### src/rtl/core/clh_pkg.sv
`default_nettype none
package clh_pkg;

  localparam int NUM_THREADS_DEF = 16;
  localparam int TID_W = 4;
  localparam int CFG_W = 5;
  localparam int STATUS_W = 3;
  localparam logic [CFG_W-1:0] ACTIVE_RESET = 5'd16;

  localparam logic CMD_ENTER = 1'b0;
  localparam logic CMD_EXIT = 1'b1;

  localparam logic [1:0] MODE_IDLE = 2'd0;
  localparam logic [1:0] MODE_WAITING = 2'd1;
  localparam logic [1:0] MODE_HOLDING = 2'd2;

  localparam logic [STATUS_W-1:0] ST_GRANTED = 3'd0;
  localparam logic [STATUS_W-1:0] ST_QUEUED = 3'd1;
  localparam logic [STATUS_W-1:0] ST_RELEASED = 3'd2;
  localparam logic [STATUS_W-1:0] ST_BAD_ENTER = 3'd3;
  localparam logic [STATUS_W-1:0] ST_BAD_EXIT = 3'd4;

  typedef struct packed {
    logic             command;
    logic [TID_W-1:0] thread_id;
  } in_item_t;

  typedef struct packed {
    logic [STATUS_W-1:0] status;
    logic                handoff_valid;
    logic [TID_W-1:0]    handoff_thread;
  } out_item_t;

  // controller to datapath
  typedef struct packed {
    logic latch;
    logic fetch;
    logic exec;
    logic scan;
  } ctrl_cmd_t;

  // datapath to controller
  typedef struct packed {
    logic out_free;
    logic exit_ok;
    logic scan_done;
  } dp_status_t;

endpackage
`default_nettype wire

### src/rtl/core/clh_queue_lock_unit.sv
`default_nettype none
// channel | direction | handshake           | payload
// in      | input     | in_valid/in_ready   | in_data (command, thread_id)
// out     | output    | out_valid/out_ready | out_data (status, handoff_valid, handoff_thread)
// cfg     | input     | cfg_we              | cfg_wdata (active_threads)
//
// enter and rejected requests: the request is latched, its cells are fetched, then the result is registered
// exit: after the exec step the handoff scan visits one thread a cycle while the output register is free
// the next item is accepted in the cycle after the result is loaded
// a stalled output holds the controller until the output register frees up
// synchronous reset restores all cells, thread records and active_threads = 16
module clh_queue_lock_unit #(
  parameter int NUM_THREADS = clh_pkg::NUM_THREADS_DEF
) (
  input  wire                       clk,
  input  wire                       rst,
  input  wire                       in_valid,
  output logic                      in_ready,
  input  clh_pkg::in_item_t         in_data,
  output logic                      out_valid,
  input  wire                       out_ready,
  output clh_pkg::out_item_t        out_data,
  input  wire                       cfg_we,
  input  wire [clh_pkg::CFG_W-1:0]  cfg_wdata
);
  import clh_pkg::*;

  ctrl_cmd_t  cmd;
  dp_status_t dp_status;

  clh_ctrl u_ctrl (
    .clk       (clk),
    .rst       (rst),
    .in_valid  (in_valid),
    .in_ready  (in_ready),
    .dp_status (dp_status),
    .cmd       (cmd)
  );

  clh_datapath #(
    .NUM_THREADS (NUM_THREADS)
  ) u_dp (
    .clk       (clk),
    .rst       (rst),
    .in_data   (in_data),
    .cfg_we    (cfg_we),
    .cfg_wdata (cfg_wdata),
    .cmd       (cmd),
    .dp_status (dp_status),
    .out_valid (out_valid),
    .out_ready (out_ready),
    .out_data  (out_data)
  );

endmodule
`default_nettype wire

### src/rtl/core/clh_ctrl.sv
`default_nettype none
module clh_ctrl (
  input  wire                     clk,
  input  wire                     rst,
  input  wire                     in_valid,
  output logic                    in_ready,
  input  clh_pkg::dp_status_t     dp_status,
  output clh_pkg::ctrl_cmd_t      cmd
);
  import clh_pkg::*;

  localparam logic [1:0] S_IDLE = 2'd0;
  localparam logic [1:0] S_FETCH = 2'd1;
  localparam logic [1:0] S_EXEC = 2'd2;
  localparam logic [1:0] S_SCAN = 2'd3;

  logic [1:0] state;
  logic [1:0] state_next;

  assign in_ready = (state == S_IDLE);

  always_comb begin
    cmd = '0;
    state_next = state;
    case (state)
      S_IDLE: begin
        if (in_valid) begin
          cmd.latch = 1'b1;
          state_next = S_FETCH;
        end
      end
      S_FETCH: begin
        cmd.fetch = 1'b1;
        state_next = S_EXEC;
      end
      S_EXEC: begin
        // hold here while the output register is still occupied
        if (dp_status.out_free) begin
          cmd.exec = 1'b1;
          state_next = dp_status.exit_ok ? S_SCAN : S_IDLE;
        end
      end
      S_SCAN: begin
        if (dp_status.out_free) begin
          cmd.scan = 1'b1;
          if (dp_status.scan_done) begin
            state_next = S_IDLE;
          end
        end
      end
      default: begin
        state_next = S_IDLE;
      end
    endcase
  end

  always_ff @(posedge clk) begin
    if (rst) begin
      state <= S_IDLE;
    end else begin
      state <= state_next;
    end
  end

endmodule
`default_nettype wire

### src/rtl/core/clh_datapath.sv
`default_nettype none
module clh_datapath #(
  parameter int NUM_THREADS = clh_pkg::NUM_THREADS_DEF
) (
  input  wire                         clk,
  input  wire                         rst,
  input  clh_pkg::in_item_t           in_data,
  input  wire                         cfg_we,
  input  wire [clh_pkg::CFG_W-1:0]    cfg_wdata,
  input  clh_pkg::ctrl_cmd_t          cmd,
  output clh_pkg::dp_status_t         dp_status,
  output logic                        out_valid,
  input  wire                         out_ready,
  output clh_pkg::out_item_t          out_data
);
  import clh_pkg::*;

  localparam int THR_W = (NUM_THREADS > 1) ? $clog2(NUM_THREADS) : 1;
  localparam int CELL_W = $clog2(NUM_THREADS + 1);

  logic [CELL_W-1:0] own_cell [NUM_THREADS];
  logic [CELL_W-1:0] pred_cell [NUM_THREADS];
  logic [1:0]        thread_mode [NUM_THREADS];
  logic              cell_flag [NUM_THREADS+1];
  logic [CELL_W-1:0] tail_cell;
  logic [CFG_W-1:0]  active_threads;

  logic              r_cmd;
  logic [TID_W-1:0]  r_tid;
  logic [CELL_W-1:0] r_own;
  logic [CELL_W-1:0] r_pred;
  logic              r_ok;
  logic [THR_W-1:0]  scan;

  logic [THR_W-1:0]  tidx;
  logic              in_range;
  logic              prev_busy;
  logic              scan_hit;
  logic              scan_last;
  logic              out_free;
  logic              load;
  out_item_t         result;

  assign tidx = THR_W'(r_tid);
  assign in_range = ({1'b0, r_tid} < active_threads) && (32'(r_tid) < NUM_THREADS);
  // flag of the old tail, seen before our own flag is set; an old tail equal to our own cell counts as busy
  assign prev_busy = (tail_cell == r_own) || cell_flag[tail_cell];
  assign scan_hit = (thread_mode[scan] == MODE_WAITING) && (pred_cell[scan] == r_own);
  assign scan_last = (scan == THR_W'(NUM_THREADS - 1));
  assign out_free = !out_valid || out_ready;

  assign dp_status.out_free = out_free;
  assign dp_status.exit_ok = r_ok && (r_cmd == CMD_EXIT);
  assign dp_status.scan_done = scan_hit || scan_last;

  always_comb begin
    load = 1'b0;
    result = '0;
    if (cmd.exec) begin
      if (!r_ok) begin
        load = 1'b1;
        result.status = (r_cmd == CMD_ENTER) ? ST_BAD_ENTER : ST_BAD_EXIT;
      end else if (r_cmd == CMD_ENTER) begin
        load = 1'b1;
        result.status = prev_busy ? ST_QUEUED : ST_GRANTED;
      end
    end else if (cmd.scan) begin
      if (scan_hit) begin
        load = 1'b1;
        result.status = ST_RELEASED;
        result.handoff_valid = 1'b1;
        result.handoff_thread = TID_W'(scan);
      end else if (scan_last) begin
        load = 1'b1;
        result.status = ST_RELEASED;
      end
    end
  end

  always_ff @(posedge clk) begin
    if (rst) begin
      for (int t = 0; t < NUM_THREADS; t++) begin
        own_cell[t] <= CELL_W'(t + 1);
        pred_cell[t] <= CELL_W'(t + 1);
        thread_mode[t] <= MODE_IDLE;
      end
      for (int c = 0; c <= NUM_THREADS; c++) begin
        cell_flag[c] <= 1'b0;
      end
      tail_cell <= '0;
      active_threads <= ACTIVE_RESET;
      out_valid <= 1'b0;
    end else begin
      if (cfg_we) begin
        active_threads <= cfg_wdata;
      end
      if (load) begin
        out_valid <= 1'b1;
      end else if (out_ready) begin
        out_valid <= 1'b0;
      end
      if (cmd.exec && r_ok) begin
        if (r_cmd == CMD_ENTER) begin
          cell_flag[r_own] <= 1'b1;
          pred_cell[tidx] <= tail_cell;
          tail_cell <= r_own;
          thread_mode[tidx] <= prev_busy ? MODE_WAITING : MODE_HOLDING;
        end else begin
          cell_flag[r_own] <= 1'b0;
          own_cell[tidx] <= r_pred;
          thread_mode[tidx] <= MODE_IDLE;
        end
      end
      if (cmd.scan && scan_hit) begin
        thread_mode[scan] <= MODE_HOLDING;
      end
    end
  end

  // request latch, lookup registers, the scan pointer and the output data register
  always_ff @(posedge clk) begin
    if (cmd.latch) begin
      r_cmd <= in_data.command;
      r_tid <= in_data.thread_id;
    end
    if (cmd.fetch) begin
      r_own <= own_cell[tidx];
      r_pred <= pred_cell[tidx];
      r_ok <= in_range && ((r_cmd == CMD_ENTER) ? (thread_mode[tidx] == MODE_IDLE)
                                                : (thread_mode[tidx] == MODE_HOLDING));
    end
    if (cmd.exec) begin
      scan <= '0;
    end else if (cmd.scan && !scan_hit && !scan_last) begin
      scan <= scan + 1'b1;
    end
    if (load) begin
      out_data <= result;
    end
  end

endmodule
`default_nettype wire

### config.mk
export PLATFORM = sky130hd
export DESIGN_NAME = clh_queue_lock_unit
export DESIGN_NICKNAME = d
export VERILOG_FILES = /design/src/rtl/core/clh_pkg.sv /design/src/rtl/core/clh_queue_lock_unit.sv /design/src/rtl/core/clh_ctrl.sv /design/src/rtl/core/clh_datapath.sv
export SDC_FILE = /design/constraint.sdc
export NUM_CORES = 1
export LEC_CHECK = 0
export CELL_PAD_IN_SITES_DETAIL_PLACEMENT = 1
export CELL_PAD_IN_SITES_GLOBAL_PLACEMENT = 1
export CORE_MARGIN = 2
export CORE_UTILIZATION = 35
export CTS_CLUSTER_SIZE = 40
export DETAILED_ROUTE_END_ITERATION = 12
export DONT_BUFFER_PORTS = 1
export GPL_TIMING_DRIVEN = 0
export HOLD_SLACK_MARGIN = 0.06
export PLACE_DENSITY_LB_ADDON = 0.1
export SLEW_MARGIN = 10
export SYNTH_ARGS = -nofsm -noshare
export SYNTH_HDL_FRONTEND = slang
export SYNTH_SLANG_ARGS = --single-unit
### constraint.sdc
create_clock -name clk -period 6.45 [get_ports clk]
set_input_delay 0.3225 -clock clk [delete_from_list [all_inputs] [get_ports clk]]
set_output_delay 0.3225 -clock clk [all_outputs]
set_load 0.02 [all_outputs]
==> impl_metrics.json <==
{
  "outcome": "finished clean",
  "dieArea_sq_um": 41400,
  "synth_fp_nets": 1068,
  "clk_pin_slew_ps": 60,
  "worstPathRequired_ps": 6600,
  "fin_tns_setup_ps": 0,
  "p_leak_nw": 4.99,
  "synth_top_area_share": 0.535,
  "crit_path_max_incr_delay_ps": 840,
  "synth-main-ff-cell": "edfxtp_1",
  "ant_nets": 0,
  "rr_worst_depth": 7,
  "ys_async_sr_fraction": 0,
  "root_buffer": "clkbuf_16",
  "cts_resized": 0,
  "dieWidth_um": 203,
  "yosysSeqAreaShare": 0.578,
  "synth_warnings": 0,
  "layout_worst_path_cycle_share": 0.656,
  "grt_usage": 0.228,
  "route.detailed.drc": 0,
  "grt_pass1_wl_mm": 67.3,
  "r2r_start": "u_dp.r_tid[0]",
  "grt_max_degree": 21,
  "synthesis.area_sq_um": 13900,
  "antenna_found_initial": 0,
  "critPathLaunch": "u_dp.r_tid[0]",
  "syn2layout_area_growth_pct": 13.6,
  "cap_violations": 0,
  "antenna_cells": 0,
  "worstPathMaxFanout": 10,
  "power_density_nw_per_um2": 286,
  "peakVddDrop_uv": 140,
  "clkSinkCount": 278,
  "arrival_ps": 4390,
  "setup_viol": 0,
  "synth_area_leaders": "edfxtp_1 (54%), mux4_2 (13%), dfxtp_1 (4.3%), and2_1 (4.2%), nor2_1 (2.4%)",
  "crit_type": "reg -> reg",
  "postLayoutCoreUtil": 0.401,
  "tightest_slew_ps": 1140,
  "dp_hpwl_mm": 33.9,
  "via_per_inst": 5.60,
  "postSynthAreaPerCell_sq_um": 13.3,
  "hold_depth": 3,
  "layout_common_cells": "edfxtp_1 (248), and2_1 (93), nor2_1 (88)",
  "skew_ps": 13.6,
  "finalInstanceArea_sq_um": 15800,
  "endpoint": "u_dp.pred_cell[9][0]",
  "critPathSlowestCell": "o21ai_0",
  "gp_congestion": 0.888,
  "clk_path_buf_depth": 3,
  "max_freq_ghz": 0.236,
  "synthDistinctLibCells": 58,
  "vias": 9211,
  "startpoint_type": "register",
  "timing.final.ws_setup_ps": 2220,
  "reg2reg_setup_slack_ps": 2220,
  "io_pins": 25,
  "coreArea_sq_um": 39500,
  "drive_gt1_frac": 0.161,
  "drt-pass1-iter-count": 7,
  "synth-seq-cells": 278,
  "wirelength_mm": 46.1,
  "final_common_cell": "edfxtp_1",
  "r2r-end": "u_dp.pred_cell[9][0]",
  "cpMostUsedCell": "clkbuf_1",
  "htree_num_levels": 2,
  "worst_skew_pair.late_latency_ps": 540,
  "drtIter0Drc": 639,
  "finalHoldViolations": 0,
  "synth_edf_count": 248,
  "place_area_sq_um": 14600,
  "period_minus_slack_ps": 4230,
  "drv_slew": 0,
  "cts_tree": "built",
  "grt_setup_unrepaired": "false",
  "grt_pass1_vias": 9722,
  "preCtsSetupSlack_ps": 2330,
  "layout.nets": 1116,
  "start_util": 0.353,
  "routedWlPerCell_um": 28.0,
  "synth_top_area_cell": "edfxtp_1",
  "syn_inst": 1049,
  "grt_remaining_overflow": 0,
  "cp_cell_sequence": "clkbuf_1, buf_1, nor2b_1, clkbuf_1, nand2_1, clkbuf_1, o21ai_0",
  "rows": 73,
  "cts_buffers": 35,
  "hp-class": "in -> reg",
  "io_buffers": 0,
  "cts_setup_buffers": 0,
  "die_h_um": 203,
  "critPathCaptureType": "register",
  "slew_headroom": 0.237
}
[critical path, delay by kind of cell (launching register included)]
family,cells,cell delay (ps)
flops,1,340
compound gates,1,840
simple gates,2,690
buf+inv,4,1970
[registers in the layout (all words and copies together), names as in the netlist, named ones only]
name	count
u_dp.out_valid	1
u_dp.r_cmd	1
u_dp.r_tid	4
u_dp.r_ok	1
u_dp.own_cell	80
u_dp.out_data	8
u_dp.cell_flag	32
u_dp.thread_mode	32
u_ctrl.state	2
u_dp.r_own	5
u_dp.r_pred	5
u_dp.scan	4
u_dp.tail_cell	5
u_dp.pred_cell	80
u_dp.active_threads	5
[synth_stat cells, types with 5 or more instances]
master and number:
mux4_2 82, o22ai_1 5, buf_1 11, a31oi_1 5
clkbuf_1 73, nor2b_1 11, nand2b_1 17, or3_1 53
edfxtp_1 248, nor3_1 27, o31ai_1 6, mux2_2 7
nand3_1 11, nand3b_1 9, and2_1 93, inv_1 13
and3_1 8, a21oi_1 20, xor2_1 7, o32ai_1 6
nand2_1 52, nor2_1 89, xnor2_1 5, or2_2 23
mux2i_1 31, dfxtp_1 30, o21ai_0 51
[routing by layer]
metal / global-route usage / share of wire
met3: 0.0433 / 0.055
met4: 0.0691 / 0.029
met2: 0.372 / 0.48
met1: 0.308 / 0.44
met5: 0 / 0
[cells by family (layout without fill, tap and decap cells)]
family                   Yosys count  count (layout)  synth area share
AO/OA/AOI/OAI                    117             117            0.0518
AND/OR/NAND/NOR                  407             407             0.157
adder cells (fa/ha/maj)            4               4           0.00360
multiplexers                     126             126             0.170
buffers and inverters            105             177            0.0313
flip-flops                       278             278             0.578
XOR/XNOR                          12              12           0.00755
[power breakdown]
| group | total [mW] | switching [mW] | leakage (nW) | internal (mW) |
|---|---|---|---|---|
| logic | 0.507 | 0.317 | 1.88 | 0.190 |
| clock network | 1.95 | 0.774 | 0.545 | 1.17 |
| registers | 2.06 | 0.0503 | 2.56 | 2.01 |
[cell type report]
cell class	instances	area, sq um
fill	4153	23600
sequential	278	8050
tap	525	657
timing repair buffer	11	110
buffer	92	388
multi-input combinational	666	5440
clock buffer	44	962
inverter	13	48.8
clock inverter	17	156
[timing repair]
| item | 4_1_cts | 5_1_grt |
|---|---|---|
| endpoints found under the setup margin | 0 | 0 |
| endpoints found under the hold margin | 15 | 0 |
| hold buffers | 11 | 0 |
[per-stage QoR]
stage / cells / power [mW] / hold slack [ps]
floorplan: 1049 / 2.40 / 421
global placement: 1574 / 2.60 / 422
detailed placement: 1574 / 2.60 / 421
CTS: 1646 / 4.56 / 108
global route: 1646 / 4.66 / 151
finish: 1646 / 4.52 / 129
[how the worst min path moves through the flow]
stage                from               to  slack (ps)
2_1_floorplan  in_data[4]       u_dp.r_cmd         420
3_3_place_gp   in_data[4]       u_dp.r_cmd         420
3_5_place_dp   in_data[4]       u_dp.r_cmd         420
4_1_cts         out_ready  u_ctrl.state[0]         110
5_1_grt         out_ready  u_ctrl.state[0]         150
6_report        out_ready  u_ctrl.state[0]         130
Power figures use the tool's default switching activity.
